`config.mk`:
```
export PLATFORM = sky130hd
export DESIGN_NAME = krf_chain
export DESIGN_NICKNAME = d
export VERILOG_FILES = /design/src/rtl/krf_pkg.sv /design/src/rtl/krf_cell.sv /design/src/rtl/krf_chain.sv
export SDC_FILE = /design/constraint.sdc
export NUM_CORES = 2
export LEC_CHECK = 0
export ABC_CLOCK_PERIOD_IN_PS = 7950
export BUFFER_PORTS_ARGS = -buffer_cell sky130_fd_sc_hd__buf_2
export CAP_MARGIN = 20
export CORE_MARGIN = 2
export CORE_UTILIZATION = 31
export CTS_CLUSTER_SIZE = 8
export DETAILED_ROUTE_END_ITERATION = 8
export SKIP_CTS_REPAIR_TIMING = 1
export SYNTH_ARGS = -nofsm -noshare
export SYNTH_HDL_FRONTEND = slang
export SYNTH_SLANG_ARGS = --single-unit
```
`constraint.sdc`:
```
create_clock -name clk -period 7.95 [get_ports clk]
set_input_delay 0.795 -clock clk [delete_from_list [all_inputs] [get_ports clk]]
set_output_delay 0.795 -clock clk [all_outputs]
set_load 0.01 [all_outputs]
```
`src/rtl/krf_pkg.sv`:
```
package krf_pkg;

  localparam int POOL_DEPTH_DEF  = 64;
  localparam int NUM_SOURCES_DEF = 50;
  localparam int REQUESTER_IDS   = 256;

  localparam logic [1:0] CMD_ENQUEUE = 2'd0;
  localparam logic [1:0] CMD_CANCEL  = 2'd1;
  localparam logic [1:0] CMD_SERVICE = 2'd2;

  typedef struct packed {
    logic [7:0]  requester;
    logic [15:0] selection;
    logic [31:0] params;
    logic [5:0]  source;
  } rec_t;

  // Broadcast to every cell of the chain.
  typedef struct packed {
    logic shift;
    logic load;
    rec_t rec;
  } cell_cmd_t;

  // Summary of the chain seen by the sequencer.
  typedef struct packed {
    logic       hit;
    logic [5:0] hit_source;
    logic       front_valid;
    rec_t       front;
  } chain_stat_t;

endpackage

```
`src/rtl/krf_cell.sv`:
```
module krf_cell #(
  parameter int POOL_DEPTH = krf_pkg::POOL_DEPTH_DEF,
  parameter int IDX        = 0,
  localparam int PW        = $clog2(POOL_DEPTH)
) (
  input  logic                clk,
  input  logic                rst,
  input  krf_pkg::cell_cmd_t  cmd,
  input  logic [PW-1:0]       shift_from,
  input  logic [PW-1:0]       load_at,
  input  logic [7:0]          key,
  input  logic                nb_valid,
  input  krf_pkg::rec_t       nb_rec,
  output logic                valid,
  output krf_pkg::rec_t       rec,
  output logic                match
);
  import krf_pkg::*;

  localparam logic [PW-1:0] MY_IDX = PW'(IDX);

  logic do_load;
  logic do_shift;

  assign do_load  = cmd.load && (load_at == MY_IDX);
  // Every cell at or behind the removed position takes its neighbour's record.
  assign do_shift = cmd.shift && (MY_IDX >= shift_from);
  assign match    = valid && (rec.requester == key);

  always_ff @(posedge clk) begin
    if (rst) begin
      valid <= 1'b0;
    end else if (do_load) begin
      valid <= 1'b1;
    end else if (do_shift) begin
      valid <= nb_valid;
    end
  end

  always_ff @(posedge clk) begin
    if (do_load) begin
      rec <= cmd.rec;
    end else if (do_shift) begin
      rec <= nb_rec;
    end
  end

endmodule

```
`src/rtl/krf_chain.sv`:
```
module krf_chain #(
  parameter int POOL_DEPTH = krf_pkg::POOL_DEPTH_DEF,
  localparam int PW        = $clog2(POOL_DEPTH)
) (
  input  logic                  clk,
  input  logic                  rst,
  input  krf_pkg::cell_cmd_t    cmd,
  input  logic [PW-1:0]         shift_from,
  input  logic [PW-1:0]         load_at,
  input  logic [7:0]            key,
  output krf_pkg::chain_stat_t  stat,
  output logic [PW-1:0]         hit_pos
);
  import krf_pkg::*;

  logic [POOL_DEPTH-1:0] valid_v;
  logic [POOL_DEPTH-1:0] match_v;
  logic [POOL_DEPTH-1:0] nb_valid_v;
  rec_t                  rec_v    [POOL_DEPTH];
  rec_t                  nb_rec_v [POOL_DEPTH];
  logic [5:0]            hit_src;

  for (genvar g = 0; g < POOL_DEPTH; g++) begin : g_cell
    if (g == POOL_DEPTH - 1) begin : g_last
      assign nb_valid_v[g] = 1'b0;
      assign nb_rec_v[g]   = '0;
    end else begin : g_mid
      assign nb_valid_v[g] = valid_v[g+1];
      assign nb_rec_v[g]   = rec_v[g+1];
    end

    krf_cell #(
      .POOL_DEPTH (POOL_DEPTH),
      .IDX        (g)
    ) u_cell (
      .clk        (clk),
      .rst        (rst),
      .cmd        (cmd),
      .shift_from (shift_from),
      .load_at    (load_at),
      .key        (key),
      .nb_valid   (nb_valid_v[g]),
      .nb_rec     (nb_rec_v[g]),
      .valid      (valid_v[g]),
      .rec        (rec_v[g]),
      .match      (match_v[g])
    );
  end

  // A requester has at most one record queued, so the match is one-hot and
  // an OR of the gated values encodes it.
  always_comb begin
    hit_pos = '0;
    hit_src = '0;
    for (int i = 0; i < POOL_DEPTH; i++) begin
      if (match_v[i]) begin
        hit_pos = hit_pos | PW'(i);
        hit_src = hit_src | rec_v[i].source;
      end
    end
  end

  assign stat.hit         = |match_v;
  assign stat.hit_source  = hit_src;
  assign stat.front_valid = valid_v[0];
  assign stat.front       = rec_v[0];

endmodule

```
==> metrics.md <==
| Metric | Value |
|---|---|
| Clock slew at reported path FFs | 50 ps |
| Final GP Congestion | 0.937 |
| Non-Filler Instances | 18856 |
| Period Utilization, post-route | 0.678 |
| Fin Setup TNS | 0 ps |
| Power per cell area | 245 nW/um^2 |
| Wire length per cell | 29.8 um |
| Crit path largest cell delay | 970 ps |
| Post-Route Skew | 115 ps |
| Leak | 0.0694 uW |
| Initial antenna violation count | 61 |
| H-tree lvl count | 6 |
| Sw Ratio | 0.230 |
| Worst min path class | in2reg |
| Initial core utilization | 0.311 |
| Final Util | 0.357 |
| DRC viols | 0 |
| Clk pwr share | 0.446 |
| Cell Rows | 279 |
| Worst-path cell with the longest stage delay | a2111oi_0 |
| Run status | complete, no violations |
| Clk Latency, worst-skew pair | 1080 ps |
| Synth Register Bits | 4032 |
| Critical path peak fanout | 31 |
| Peak supply drop | 0.209 mV |
| Full die area | 584000 um^2 |
| I/O Pins | 162 |
| Cts bufs inserted | 576 |
| Synthesized area | 179000 um^2 |
| Global-route wire length before repair | 794000 um |
| Required @ worst endpoint | 7150 ps |
| Largest net degree at the start of global routing | 65 |
| Startpoint types | primary input |
| EDFF count, synth | 3968 |
| Placed instance count | 18088 |
| Grt total ovfl | 0 |
| DR iter-0 viols | 8903 |
| Seq/Total Area, Yosys | 0.672 |
| Max_cap viols | 0 |
| CTS tree | built |
| Final hold slack | 89.7 ps |
| Switching power | 11600 uW |
| Setup Viol. Count Final | 0 |
| CTS root buf | clkbuf_16 |
| Vias per cell | 5.18 |
| Flop pwr share | 0.498 |
| Gr usage total | 0.188 |
| Via count | 97608 |
| Cell mode on critical path | buf_4 |
| Arrival time at the worst endpoint | 4590 ps |
| I/O Buffers | 161 |
| Synthesized instance count | 10830 |
| Synth-to-Final Area Change | 14.9% |
| DP HPWL | 370000 um |
| Core region area | 576000 um^2 |
| Crit. End Element | primary output |
| Comb power frac | 0.056 |
| Worst Tran Pin Value | 1220 ps |
| Library cells used by synthesis | 55 |
| Syn_nets | 10916 |
| Clock Sinks | 4032 |
| NumNets Final | 11027 |
| Hold Vio Cnt, Final | 0 |
| Synth Warn # | 0 |
| Number of global-route vias before repair | 99173 |
| Most common flop cell mapped by yosys | edfxtp_1 |
| Relative slew slack | 0.189 |
| Chip Width | 764 um |
| Layout cell share with drive strength beyond 1 | 0.450 |
| Final min period | 5390 ps |
| Share of flip-flops with an asynchronous set or reset | 0 |
| Fillers | 53924 |
| CP Cell Sequence | buf_4 > buf_4 > xnor2_1 > nand4_1 > nor4_1 > a2111oi_0 > nand3_1 > nand4b_1 > or4_1 > buf_2 |
| Maximum clock path buffer count | 4 |
| P_int | 38800 uW |
| Final Max Tran Viols | 0 |
| Die height | 764 um |
| Post-Route WL | 562000 um |
| DRT Pass-1 Iters | 7 |
| FMAX | 186 MHz |
| Avg Inst Size Synth | 16.5 um^2 |
| CP Class | in2out |
| Antenna-violating nets left | 0 |
| RSZ-0062 raised after global routing | false |
layout make-up:
type                       count  area (um^2)  area share
sequential                  4032       120000       0.585
clock buffer                 687        14900      0.0723
multi-input combinational   5829        55900       0.272
tap                         7727         9670      0.0470
clock inverter                63         1240     0.00605
timing repair buffer         465         3400      0.0165
antenna                       16         40.0    0.000195
inverter                      37          139    0.000675
path summary, 6_finish.rpt:
| path | startpoint | to | slack (ps) | cells after the start |
|---|---|---|---|---|
| setup reg to reg | g_cell[34].u_cell.rec[58] | g_cell[33].u_cell.rec[58] | 6580 | 1 |
| hold reg to reg | g_cell[25].u_cell.rec[30] | g_cell[24].u_cell.rec[30] | 440 | 1 |
| setup / recovery | key[5] | stat[63] | 2560 | 10 |
| hold / removal | cmd[16] | g_cell[63].u_cell.rec[16] | 90 | 2 |
power by group through the flow:
stage	clock, uW	combinational [uW]	sequential, uW
after floorplan	0	1790	25300
after global placement	0	2790	25500
after detailed placement	0	2810	25500
after CTS	22900	2830	25100
after global routing	23700	3000	25200
final	22500	2800	25100
per-layer routing:
layer / GRT usage / vias up / part of all wire
met5: 0 / - / 0.00022
met4: 0.0612 / 18 / 0.035
met3: 0.0304 / 935 / 0.056
met2: 0.317 / 3134 / 0.48
met1: 0.247 / 51936 / 0.42
li1: - / 41585 / -
worst max-delay path: cells and delay by family:
kind	cells	cell delay (ps)
buffers and inverters	3	1290
AOI/OAI and AO/OA	1	970
and+or+nand+nor	5	1420
xor gates and xnor gates	1	80
cell families (layout without fill, tap and decap cells):
group / count (synthesis) / count (layout) / synth area share
flops: 4032 / 4032 / 0.672
simple gates: 1272 / 1272 / 0.0322
other cells: 0 / 16 / 0
xor+xnor: 512 / 512 / 0.0251
compound gates: 301 / 301 / 0.0124
buf+inv: 969 / 1252 / 0.0226
mux: 3744 / 3744 / 0.235
cells in the mapped netlist, types with 4 or more instances:
master       n  area (um^2)
edfxtp_1  3968       119000
mux2_2    3719        41900
clkbuf_1   800         3000
nand2_1    743         2790
xnor2_1    416         3640
a22oi_1    108          811
nor2_1      99          372
xor2_1      95          832
nand3_1     78          390
nand4_1     77          482
and2_1      68          425
nor3_1      65          325
buf_1       64          240
dfxtp_1     64         1280
nor4_1      54          338
a22o_1      41          359
inv_1       36          135
buf_6       35          394
a21oi_1     34          170
a221oi_1    33          289
o21ai_0     33          165
a311oi_1    27          236
mux2i_1     25          250
or4_1       21          158
buf_4       18          135
and3_1      14         87.6
and4_1      11         96.3
or2_2       11         68.8
buf_2        9         45.0
nand2b_1     9         56.3
nand4b_1     7         61.3
nor2b_1      6         37.5
o211ai_1     6         45.0
a211oi_1     5         37.5
a21o_1       4         30.0
buf_8        4         60.1
stage by stage:
step	setup slack, ps	total power [uW]	area, um^2
2_1_floorplan	795	27100	179000
3_3_place_gp	2590	28300	189000
3_5_place_dp	2590	28300	190000
4_1_cts	2570	50900	206000
5_1_grt	2570	51900	206000
6_report	2560	50400	206000
layout by cell type, fill, tap and decap left out, drive strengths merged, types with 39 or more instances in the layout:
cell and count:
edfxtp 3968, mux2 3719, nand2 743, clkbuf 687, buf 465, xnor2 416
a22oi 108, nor2 99, xor2 96, nand3 78, nand4 77, and2 68
nor3 66, dfxtp 64, inv 60, nor4 55, a22o 41, clkinv 39
registers in the layout, indices dropped and copies added, names as in the netlist:
register / count
g_cell.u_cell.rec: 3968
g_cell.u_cell.valid: 64
Power figures use the tool's default switching activity.
