$ cat config.mk
export PLATFORM = sky130hd
export DESIGN_NAME = krf_tally
export DESIGN_NICKNAME = d
export VERILOG_FILES = /design/src/rtl/krf_pkg.sv /design/src/rtl/krf_tally.sv
export SDC_FILE = /design/constraint.sdc
export NUM_CORES = 1
export LEC_CHECK = 0
export BUFFER_PORTS_ARGS = -buffer_cell sky130_fd_sc_hd__buf_2
export CAP_MARGIN = 20
export CORE_ASPECT_RATIO = 0.8
export CORE_MARGIN = 2
export CORE_UTILIZATION = 63
export DETAILED_ROUTE_END_ITERATION = 8
export PLACE_DENSITY = 0.82
export SETUP_SLACK_MARGIN = 0.02
export SLEW_MARGIN = 15
export SYNTH_ARGS = -nofsm -noshare
export SYNTH_HDL_FRONTEND = slang
export SYNTH_SLANG_ARGS = --single-unit
$ cat constraint.sdc
create_clock -name clk -period 3.25 [get_ports clk]
set_input_delay 0.325 -clock clk [delete_from_list [all_inputs] [get_ports clk]]
set_output_delay 0.325 -clock clk [all_outputs]
set_load 0.05 [all_outputs]
$ cat src/rtl/krf_pkg.sv
package krf_pkg;

  localparam int POOL_DEPTH_DEF  = 64;
  localparam int NUM_SOURCES_DEF = 50;
  localparam int REQUESTER_IDS   = 256;

  localparam logic [1:0] CMD_ENQUEUE = 2'd0;
  localparam logic [1:0] CMD_CANCEL  = 2'd1;
  localparam logic [1:0] CMD_SERVICE = 2'd2;

  typedef struct packed {
    logic [7:0]  requester;
    logic [15:0] selection;
    logic [31:0] params;
    logic [5:0]  source;
  } rec_t;

  // Broadcast to every cell of the chain.
  typedef struct packed {
    logic shift;
    logic load;
    rec_t rec;
  } cell_cmd_t;

  // Summary of the chain seen by the sequencer.
  typedef struct packed {
    logic       hit;
    logic [5:0] hit_source;
    logic       front_valid;
    rec_t       front;
  } chain_stat_t;

endpackage

$ cat src/rtl/krf_tally.sv
module krf_tally #(
  parameter int POOL_DEPTH  = krf_pkg::POOL_DEPTH_DEF,
  parameter int NUM_SOURCES = krf_pkg::NUM_SOURCES_DEF,
  localparam int CW         = $clog2(POOL_DEPTH + 1),
  localparam int SAW        = (NUM_SOURCES > 1) ? $clog2(NUM_SOURCES) : 1
) (
  input  logic           clk,
  input  logic           rst,
  input  logic           rd_a_en,
  input  logic [SAW-1:0] rd_a_addr,
  output logic [CW-1:0]  rd_a_data,
  input  logic           rd_b_en,
  input  logic [SAW-1:0] rd_b_addr,
  output logic [CW-1:0]  rd_b_data,
  input  logic           wr_en,
  input  logic [SAW-1:0] wr_addr,
  input  logic [CW-1:0]  wr_data
);

  logic [CW-1:0]          mem [NUM_SOURCES];
  logic [NUM_SOURCES-1:0] written;

  // An entry not written since reset reads as zero.
  always_ff @(posedge clk) begin
    if (rst) begin
      written <= '0;
    end else if (wr_en) begin
      written[wr_addr] <= 1'b1;
    end
  end

  always_ff @(posedge clk) begin
    if (wr_en) begin
      mem[wr_addr] <= wr_data;
    end
    if (rd_a_en) begin
      rd_a_data <= written[rd_a_addr] ? mem[rd_a_addr] : '0;
    end
    if (rd_b_en) begin
      rd_b_data <= written[rd_b_addr] ? mem[rd_b_addr] : '0;
    end
  end

endmodule

==> results.toml, run 1 <==
[global_routing]
grt_antenna_before_repair = 3
global_route_wire_length_before_repair_um = 79300
grt_start_max_net_pins = 51
first_global_vias = 12200
grt-ovfl-total = 0
aggregate_global_route_resource_usage = 0.345

[sta]
slew-limit-headroom = 0.264
fin_skew_ns = 0.0240
report.final.setup_viol = 0
worst-slew-pin-transition_ns = 1.10
achievable-frequency_ghz = 0.384
period_minus_slack_ns = 2.60
final.setup.tns_ns = 0
final_hold_viol_count = 0
finalCritPeriodShare = 0.801
fin_hold_ws_ns = 0.0953
rsz0062_at_grt = "no"
final_slew_violations = 0

[outcome]
outcome = "finished clean"

[clock_tree]
max-clock-path-buffers = 3
clk_pin_slew_ns = 0.06
clock_root_buffer = "sky130_fd_sc_hd__clkbuf_16"
cts_resized = 0
inserted_clock_buffers = 41
postCtsSetupBuffers = 0
tritoncts = "built"
clk-insertion-delay-late_ns = 0.55
clock_sinks = 414
holdBufCountCts = 0
ctsHtreeMaxLevel = 2

[floorplan]
ioPinCount = 44
rows = 57
initial_utilization = 0.639
fp.coreArea_um2 = 30300
floorplan.die_area_um2 = 32200
die_h_um = 161
floorplan.die.width_um = 200

[setup_path]
slowest_stage_cell_on_the_critical_path = "sky130_fd_sc_hd__a2111oi_0"
crit_type = "input pin to register"
setup.worst_path.start_class = "input pin"
setup.worst_path.end_class = "register"
worstPathCellList = "buf_2, buf_4, nor2_1, buf_4, a22o_1, a2111oi_0, buf_4, a2111oi_0, nor4_1"
worst-path-buf-inv = 4
worst-endpoint-required_ns = 3.60
critPathMaxFanout = 19
critical_path.max_stage_delay_ns = 0.72
cpMostUsedCell = "sky130_fd_sc_hd__buf_4"
delay_heaviest_family_cp = "buffers and inverters"
cp.arrival_ns = 2.95

[placement]
gpl.final_weighted_congestion = 0.979
port-buffer-count = 43
postPlaceCellArea_um2 = 20400
placedCellCount = 1622
detailedPlacementHpwl_um = 36200

[yosys]
synth-seq-cells = 414
synth_top_area_cell = "sky130_fd_sc_hd__edfxtp_1"
synth.net_count = 1200
area_share_of_the_leading_cell_type_in_the_synthesized_netlist = 0.564
post_synth_main_area_contributors = "sky130_fd_sc_hd__edfxtp_1 56%, sky130_fd_sc_hd__mux4_2 18%, sky130_fd_sc_hd__dfxtp_1 5.2%"
syn_inst = 1170
count_of_warnings_emitted_by_yosys = 0
post_synth_edffs = 364
netlist-cell-type-count = 57
synthesis.area_per_instance_um2 = 16.6
ys_dominant_reg_cell = "sky130_fd_sc_hd__edfxtp_1"
proportion_of_register_bits_with_asynchronous_set_or_reset_after_synthesis = 0
synth_sequential_area_ratio = 0.616
syn-cell-area_um2 = 19400

[pwr]
pwr_density_cell_nw_per_um2 = 519
switching_share = 0.232
leakagePower_nw = 7.25
power.sequential.fraction = 0.523
comb_power_share = 0.086
power.clock.fraction = 0.391
power.net_switching_mw = 2.60
cellInternalPower_mw = 8.60
vdd.ir_drop.worst_uv = 438

[route]
route.vias.total = 12500
drcViolationCount = 0
detail_route.vias_per_cell = 7.35
routed_wirelength_um = 53900
routed_wire_length_per_instance_um = 31.7
drtAntennaViolNets = 0
detailedRoute.firstIterationViolations = 2134
drt_pre_antenna_iters = 6

[final_layout]
finalInstanceArea_um2 = 21600
syn_to_final_growth_pct = 11.3
fill_cell_instance_count_of_the_final_layout = 1860
layout.nets = 1282
share_of_layout_cells_above_drive_strength_1 = 0.278
finalNonFillerCells = 1699

[run]
max-cap-violations = 0

[min_path]
kind_of_path_behind_the_tightest_hold_check = "input pin to register"
cell usage after synthesis, types with 3 or more instances:
cell                        count
sky130_fd_sc_hd__and3_1         5
sky130_fd_sc_hd__clkbuf_1      31
sky130_fd_sc_hd__a211oi_1       7
sky130_fd_sc_hd__buf_6          6
sky130_fd_sc_hd__o21ai_0        6
sky130_fd_sc_hd__o22a_1         5
sky130_fd_sc_hd__nor2b_1       22
sky130_fd_sc_hd__buf_4          9
sky130_fd_sc_hd__o211a_1        4
sky130_fd_sc_hd__nor3_1        13
sky130_fd_sc_hd__inv_1          5
sky130_fd_sc_hd__o221ai_1       7
sky130_fd_sc_hd__buf_1          8
sky130_fd_sc_hd__a21oi_1       11
sky130_fd_sc_hd__buf_2         25
sky130_fd_sc_hd__nand2_1       22
sky130_fd_sc_hd__nand3b_1       3
sky130_fd_sc_hd__o211ai_1       6
sky130_fd_sc_hd__mux4_1         4
sky130_fd_sc_hd__a22o_1         6
sky130_fd_sc_hd__mux2_2        17
sky130_fd_sc_hd__nand3_1       12
sky130_fd_sc_hd__nand4_1        3
sky130_fd_sc_hd__edfxtp_1     364
sky130_fd_sc_hd__nor4_1         7
sky130_fd_sc_hd__mux2i_1       90
sky130_fd_sc_hd__nor2_1       169
sky130_fd_sc_hd__a2111oi_0     16
sky130_fd_sc_hd__or3b_2         3
sky130_fd_sc_hd__nand2b_1       4
sky130_fd_sc_hd__mux4_2       159
sky130_fd_sc_hd__o22ai_1       11
sky130_fd_sc_hd__a22oi_1       21
sky130_fd_sc_hd__or3_1          7
sky130_fd_sc_hd__dfxtp_1       50
state kept, by name, indices dropped and copies added (netlist names):
register / flops
mem: 350
written: 50
rd_a_data: 7
rd_b_data: 7
through the flow:
| step | power [mW] | worst slack [ns] | util |
|---|---|---|---|
| 2_1_floorplan | 6.55 | 0.793 | - |
| 3_3_place_gp | 6.88 | 0.300 | 0.671 |
| 3_5_place_dp | 6.90 | 0.327 | 0.671 |
| 4_1_cts | 11.2 | 0.825 | 0.711 |
| 5_1_grt | 11.4 | 0.627 | 0.711 |
| 6_report | 11.2 | 0.648 | 0.711 |
power groups by stage:
stage                     logic [mW]  registers (mW)  clock network [mW]
after floorplan                0.556            5.99                   0
after global placement         0.916            5.97                   0
after detailed placement       0.934            5.97                   0
after CTS                      0.939            5.86                4.38
after global routing           0.999            5.86                4.59
final                          0.966            5.86                4.38
cells in the final DEF, fill, tap and decap left out, types with 5 or more instances in the layout:
| cell type | count |
|---|---|
| sky130_fd_sc_hd__buf_12 | 7 |
| sky130_fd_sc_hd__mux4_2 | 159 |
| sky130_fd_sc_hd__dfxtp_1 | 50 |
| sky130_fd_sc_hd__mux2i_1 | 90 |
| sky130_fd_sc_hd__nor3_1 | 13 |
| sky130_fd_sc_hd__a2111oi_0 | 16 |
| sky130_fd_sc_hd__a22o_1 | 6 |
| sky130_fd_sc_hd__clkbuf_16 | 41 |
| sky130_fd_sc_hd__o211ai_1 | 6 |
| sky130_fd_sc_hd__nand2_1 | 22 |
| sky130_fd_sc_hd__o221ai_1 | 7 |
| sky130_fd_sc_hd__inv_1 | 5 |
| sky130_fd_sc_hd__mux2_2 | 17 |
| sky130_fd_sc_hd__o22a_1 | 5 |
| sky130_fd_sc_hd__o21ai_0 | 6 |
| sky130_fd_sc_hd__clkbuf_1 | 9 |
| sky130_fd_sc_hd__nand3_1 | 12 |
| sky130_fd_sc_hd__nor2b_1 | 22 |
| sky130_fd_sc_hd__a21oi_1 | 11 |
| sky130_fd_sc_hd__buf_4 | 70 |
| sky130_fd_sc_hd__nor2_1 | 169 |
| sky130_fd_sc_hd__and3_1 | 5 |
| sky130_fd_sc_hd__a211oi_1 | 7 |
| sky130_fd_sc_hd__clkinv_1 | 9 |
| sky130_fd_sc_hd__a22oi_1 | 21 |
| sky130_fd_sc_hd__clkinv_2 | 10 |
| sky130_fd_sc_hd__nor4_1 | 7 |
| sky130_fd_sc_hd__or3_1 | 7 |
| sky130_fd_sc_hd__buf_2 | 40 |
| sky130_fd_sc_hd__edfxtp_1 | 364 |
| sky130_fd_sc_hd__o22ai_1 | 11 |
path summary, 6_finish.rpt:
check | startpoint | to | slack, ns | cells after the start
worst min register to register | written[14]$_SDFFE_PP0P_ | written[14]$_SDFFE_PP0P_ | 0.50 | 2
worst max register to register | mem[27][6]$_DFFE_PP_ | rd_b_data[6]$_SDFFCE_PN0P_ | 0.78 | 4
worst min-delay path | rd_a_en | rd_a_data[1]$_SDFFCE_PN0P_ | 0.1 | 1
worst max-delay path | rd_b_addr[2] | rd_b_data[2]$_SDFFCE_PN0P_ | 0.65 | 9
area by class of cell:
class	instances	area (µm²)	share of cell area
timing repair buffer	119	891	0.0413
clock buffer	50	1060	0.0491
sequential	414	11900	0.553
tap	413	517	0.0240
clock inverter	23	140	0.00650
antenna	4	10.0	0.000464
multi-input combinational	671	7000	0.324
inverter	5	18.8	0.000870
logic make-up after synthesis:
group	share of synthesized area
DFF	0.616
and+or+nand+nor	0.0670
AOI/OAI and AO/OA	0.0462
muxes	0.248
buffers and inverters	0.0230
metal layers:
layer  up-vias  GRT usage  part of all wire
met5         -          0                 0
met4         0      0.103             0.035
met3       162     0.0995              0.15
met2      1112      0.513              0.45
met1      6258      0.505              0.36
li1       4955          -                 -
Power figures use the tool's default switching activity.
==> run 2: changes to the inputs <==
--- a/config.mk
+++ b/config.mk
@@ -9,9 +9,9 @@
 export CAP_MARGIN = 20
 export CORE_ASPECT_RATIO = 0.8
 export CORE_MARGIN = 2
-export CORE_UTILIZATION = 63
+export CORE_UTILIZATION = 57
 export DETAILED_ROUTE_END_ITERATION = 8
-export PLACE_DENSITY = 0.82
+export PLACE_DENSITY = 0.78
 export SETUP_SLACK_MARGIN = 0.02
 export SLEW_MARGIN = 15
 export SYNTH_ARGS = -nofsm -noshare
==> constraint.sdc (replaced) <==
create_clock -name clk -period 2.2 [get_ports clk]
set_input_delay 0.22 -clock clk [delete_from_list [all_inputs] [get_ports clk]]
set_output_delay 0.22 -clock clk [all_outputs]
set_load 0.05 [all_outputs]
==> results.toml, run 2 (synthesized netlist as in run 1, its figures left out) <==
[pwr]
power.net_switching_mw = 3.95
cellInternalPower_mw = 13.0
pwr_density_cell_nw_per_um2 = 747
comb_power_share = 0.095
vdd.ir_drop.worst_uv = 694
power.clock.fraction = 0.395
power.sequential.fraction = 0.510
switching_share = 0.233
finalPower_mw = 16.9
leakagePower_nw = 7.86

[route]
routed_wirelength_um = 54300
detail_route.vias_per_cell = 6.96
drtAntennaViolNets = 0
route.vias.total = 12700
drcViolationCount = 0
detailedRoute.firstIterationViolations = 1808
routed_wire_length_per_instance_um = 29.8
drt_pre_antenna_iters = 5

[setup_path]
r2r_slack_ns = -0.07
worst-path-buf-inv = 0
cpMostUsedCell = "sky130_fd_sc_hd__mux4_2"
crit-reg2reg-launch = "mem[19][4]$_DFFE_PP_"
worstPathCellList = "mux4_2, mux4_2, a2111oi_1, nor4_1"
crit_type = "register to register"
cp.arrival_ns = 2.56
worstReg2RegEnd = "rd_b_data[4]$_SDFFCE_PN0P_"
timing.critical_path.from = "mem[19][4]$_DFFE_PP_"
setup.worst_path.end_class = "register"
r2r.worst_path.cells = 4
worst-endpoint-required_ns = 2.49
critPathMaxFanout = 2
slowest_stage_cell_on_the_critical_path = "sky130_fd_sc_hd__mux4_2"
delay_heaviest_family_cp = "multiplexers"
setup.worst_path.start_class = "register"
critical_path.max_stage_delay_ns = 0.53

[clock_tree]
max-clock-path-buffers = 3
clock_sinks = 414
clock_root_buffer = "sky130_fd_sc_hd__clkbuf_16"
ctsHtreeMaxLevel = 2
tritoncts = "built"
clk_pin_slew_ns = 0.07
clk-insertion-delay-late_ns = 0.56
inserted_clock_buffers = 41

[floorplan]
floorplan.die.width_um = 210
fp.coreArea_um2 = 33600
ioPinCount = 44
die_h_um = 169
initial_utilization = 0.577
rows = 60
floorplan.die_area_um2 = 35500

[sta]
rsz0062_at_grt = "yes"
achievable-frequency_ghz = 0.441
slew-limit-headroom = 0.364
fin_skew_ns = 0.0281
finalCritPeriodShare = 1.03
final.setup.worst_slack_ns = -0.0682
period_minus_slack_ns = 2.27
worst-slew-pin-transition_ns = 0.954
fin_hold_ws_ns = 0.0289
final_slew_violations = 0
final.setup.tns_ns = -0.0709
final_hold_viol_count = 0
report.final.setup_viol = 2

[placement]
placedCellCount = 1745
postPlaceCellArea_um2 = 21300
detailedPlacementHpwl_um = 37400
port-buffer-count = 43
gpl.final_weighted_congestion = 0.989
post-place-ws_ns = -0.536

[outcome]
outcome = "finished with violations"
violations_in_the_final_reports = "setup timing"

[min_path]
worst_hold_path.num_cells = 1
worstHoldStart = "rd_b_en"
hold-path-endpoint = "rd_b_data[0]$_SDFFCE_PN0P_"
kind_of_path_behind_the_tightest_hold_check = "input pin to register"

[final_layout]
layout.nets = 1385
finalInstanceArea_um2 = 22700
finalNonFillerCells = 1823
finish.utilization = 0.676
regMostFlops = "mem"
syn_to_final_growth_pct = 17.1
reg.largest.list = "mem x350, written x50"
layout.cells.most_common_list = "364 x sky130_fd_sc_hd__edfxtp_1, 169 x sky130_fd_sc_hd__nor2_1, 159 x sky130_fd_sc_hd__mux4_2, 159 x sky130_fd_sc_hd__buf_4, 90 x sky130_fd_sc_hd__mux2i_1"
mostFrequentLayoutCell = "sky130_fd_sc_hd__edfxtp_1"
share_of_layout_cells_above_drive_strength_1 = 0.337
largest_register_ffs = 350

[global_routing]
global_route_wire_length_before_repair_um = 81000
grt-ovfl-total = 0
aggregate_global_route_resource_usage = 0.314
grt_start_max_net_pins = 51
first_global_vias = 12500
grt_antenna_before_repair = 3

[run]
max-cap-violations = 0
-- run 2: area by class of cell --
| cell class | instances | area [µm²] |
|---|---|---|
| Sequential cell | 414 | 11900 |
| Timing Repair Buffer | 222 | 1830 |
| Antenna cell | 2 | 5.00 |
| Fill cell | 2199 | 10900 |
| Clock inverter | 20 | 165 |
| Multi-Input combinational cell | 671 | 7100 |
| Inverter | 5 | 18.8 |
| Clock buffer | 55 | 1080 |
| Tap cell | 434 | 543 |
-- run 2: metal layers --
metal	GRT usage	vias up	part of all wire
li1	-	5177	-
met1	0.449	6410	0.38
met2	0.485	966	0.46
met3	0.0774	129	0.13
met4	0.0916	0	0.031
met5	0	-	0
-- run 2: what timing repair did --
| item | in CTS | in global routing |
|---|---|---|
| resized for setup | 13 | 5 |
| pin swaps | 4 | 1 |
| hold endpoints to repair | 7 | 0 |
| buffers inserted | 1 | 0 |
| hold buffers | 1 | 0 |
| setup endpoints to repair | 5 | 7 |
-- run 2: worst max path at each step --
stage | slack, ns | depth (start not counted) | endpoint
2_1_floorplan | 0.00007 | 6 | rd_b_data[4]$_SDFFCE_PN0P_
3_3_place_gp | -0.55 | 9 | rd_b_data[6]$_SDFFCE_PN0P_
3_5_place_dp | -0.54 | 9 | rd_b_data[6]$_SDFFCE_PN0P_
4_1_cts | 0.007 | 4 | rd_b_data[1]$_SDFFCE_PN0P_
5_1_grt | -0.15 | 4 | rd_b_data[4]$_SDFFCE_PN0P_
6_report | -0.07 | 4 | rd_b_data[4]$_SDFFCE_PN0P_
-- run 2: power by group through the flow --
| stage | Combinational, mW | Sequential (mW) | Clock (mW) |
|---|---|---|---|
| global route | 1.68 | 8.65 | 7.03 |
| detailed placement | 1.54 | 8.81 | 0 |
| floorplan | 0.829 | 8.86 | 0 |
| global placement | 1.51 | 8.81 | 0 |
| finish | 1.61 | 8.65 | 6.69 |
| CTS | 1.57 | 8.65 | 6.73 |
-- run 2: worst reg2reg max path, cell delays in order, from the launching register on --
cell,delay [ns]
sky130_fd_sc_hd__edfxtp_1,0.40
sky130_fd_sc_hd__mux4_2,0.50
sky130_fd_sc_hd__mux4_2,0.53
sky130_fd_sc_hd__a2111oi_1,0.50
sky130_fd_sc_hd__nor4_1,0.09
==> run 3: changes to the inputs <==
--- a/config.mk
+++ b/config.mk
@@ -7,11 +7,13 @@
 export LEC_CHECK = 0
 export BUFFER_PORTS_ARGS = -buffer_cell sky130_fd_sc_hd__buf_2
 export CAP_MARGIN = 20
-export CORE_ASPECT_RATIO = 0.8
+export CELL_PAD_IN_SITES_DETAIL_PLACEMENT = 1
+export CELL_PAD_IN_SITES_GLOBAL_PLACEMENT = 2
 export CORE_MARGIN = 2
-export CORE_UTILIZATION = 57
+export CORE_UTILIZATION = 43
 export DETAILED_ROUTE_END_ITERATION = 8
 export PLACE_DENSITY = 0.78
+export REMOVE_ABC_BUFFERS = 1
 export SETUP_SLACK_MARGIN = 0.02
 export SLEW_MARGIN = 15
 export SYNTH_ARGS = -nofsm -noshare
==> results.toml, run 3 (synthesized netlist as in run 1, its figures left out) <==
[setup_path]
crit_type = "register to register"
worst-endpoint-required_ns = 2.52
worst-path-buf-inv = 0
worstPathCellList = "mux4_2, mux4_2, a2111oi_4, nor4_4"
setup.worst_path.end_class = "register"
slowest_stage_cell_on_the_critical_path = "sky130_fd_sc_hd__mux4_2"
delay_heaviest_family_cp = "multiplexers"
r2r_slack_ns = -0.03
cp.arrival_ns = 2.55
critPathMaxFanout = 2
cpMostUsedCell = "sky130_fd_sc_hd__mux4_2"
critical_path.max_stage_delay_ns = 0.53
setup.worst_path.start_class = "register"

[global_routing]
global_route_wire_length_before_repair_um = 92700
aggregate_global_route_resource_usage = 0.277
grt_start_max_net_pins = 51
first_global_vias = 13300
grt-ovfl-total = 0
grt_antenna_before_repair = 3

[clock_tree]
clock_root_buffer = "sky130_fd_sc_hd__clkbuf_16"
clk-insertion-delay-late_ns = 0.59
clock_sinks = 414
max-clock-path-buffers = 3
ctsHtreeMaxLevel = 2
clk_pin_slew_ns = 0.06
inserted_clock_buffers = 45
tritoncts = "built"

[min_path]
kind_of_path_behind_the_tightest_hold_check = "input pin to register"

[final_layout]
layout.cells.most_common_list = "364 x sky130_fd_sc_hd__edfxtp_1, 188 x sky130_fd_sc_hd__buf_4, 169 x sky130_fd_sc_hd__nor2_1, 159 x sky130_fd_sc_hd__mux4_2, 89 x sky130_fd_sc_hd__mux2i_1"
finish.utilization = 0.530
multiInputGateArea_um2 = 7170
reg.largest.list = "mem x350, written x50"
fill_cell_instance_count_of_the_final_layout = 4208
antenna_cells = 0
ff_latch_area_um2 = 11900
regMostFlops = "mem"
syn_to_final_growth_pct = 21.3
largest_register_ffs = 350
share_of_layout_cells_above_drive_strength_1 = 0.368
mostFrequentLayoutCell = "sky130_fd_sc_hd__edfxtp_1"
layout.nets = 1423

[route]
route.vias.total = 12600
routed_wirelength_um = 64200
drt_pre_antenna_iters = 6
detail_route.vias_per_cell = 6.25
routed_wire_length_per_instance_um = 31.8
drcViolationCount = 0
detailedRoute.firstIterationViolations = 1513
drtAntennaViolNets = 0

[placement]
port-buffer-count = 43
detailedPlacementHpwl_um = 46200
post-place-ws_ns = -0.742
gpl.final_weighted_congestion = 0.875

[floorplan]
floorplan.die_area_um2 = 46800
initial_utilization = 0.437
floorplan.die.width_um = 216
fp.coreArea_um2 = 44300
rows = 77
die_h_um = 216
ioPinCount = 44

[outcome]
violations_in_the_final_reports = "setup timing"
outcome = "finished with violations"

[pwr]
vdd.ir_drop.worst_uv = 679
pwr_density_cell_nw_per_um2 = 766
leakagePower_nw = 8.19
finalPower_mw = 18.0

[sta]
final_slew_violations = 0
rsz0062_at_grt = "yes"
fin_skew_ns = 0.0258
achievable-frequency_ghz = 0.449
worst-slew-pin-transition_ns = 0.910
final_hold_viol_count = 0
slew-limit-headroom = 0.391
finalCritPeriodShare = 1.01
period_minus_slack_ns = 2.23
final.setup.worst_slack_ns = -0.0255
report.final.setup_viol = 2

[run]
max-cap-violations = 0
-- run 3: what timing repair did --
item | in CTS | in global routing
resized for setup | 20 | 14
hold buffers | 1 | 0
pin swaps | 3 | 4
hold endpoints to repair | 7 | 0
setup endpoints to repair | 7 | 9
setup buffers | 5 | 0
-- run 3: area by class of cell --
class,count,share of cell area
sequential,414,0.508
multi-input combinational,671,0.305
timing repair buffer,256,0.0914
clock buffer,59,0.0559
tap,592,0.0315
clock inverter,23,0.00730
inverter,5,0.000799
-- run 3: final timing paths --
kind,start,cells after the start,endpoint
hold / removal,rd_a_en,1,rd_a_data[5]$_SDFFCE_PN0P_
setup reg to reg,mem[22][0]$_DFFE_PP_,4,rd_b_data[0]$_SDFFCE_PN0P_
hold reg to reg,written[11]$_SDFFE_PP0P_,2,written[11]$_SDFFE_PP0P_
setup / recovery,mem[22][0]$_DFFE_PP_,4,rd_b_data[0]$_SDFFCE_PN0P_
-- run 3: report_power, final --
group          total, mW  switching (mW)  internal [mW]
Clock               7.60            3.16           4.44
Sequential          8.65          0.0421           8.61
Combinational       1.74           0.997          0.743
-- run 3: through the flow --
step	instance area (µm²)	TNS [ns]	std cells	hold slack, ns
5_1_grt	23500	-0.260	2020	0.0142
4_1_cts	23400	-0.0540	2020	0.00351
3_5_place_dp	21800	-4.18	1933	0.483
2_1_floorplan	18900	0	1090	0.292
3_3_place_gp	21800	-3.90	1933	0.461
6_report	23500	-0.0408	2020	0.0184
-- run 3: metal layers --
| layer | up-vias | routed length (µm) | global-route usage |
|---|---|---|---|
| met5 | - | 0 | 0 |
| met4 | 0 | 2160 | 0.0952 |
| met3 | 120 | 5560 | 0.0592 |
| met2 | 615 | 30900 | 0.447 |
| met1 | 6653 | 25600 | 0.376 |
| li1 | 5237 | - | - |
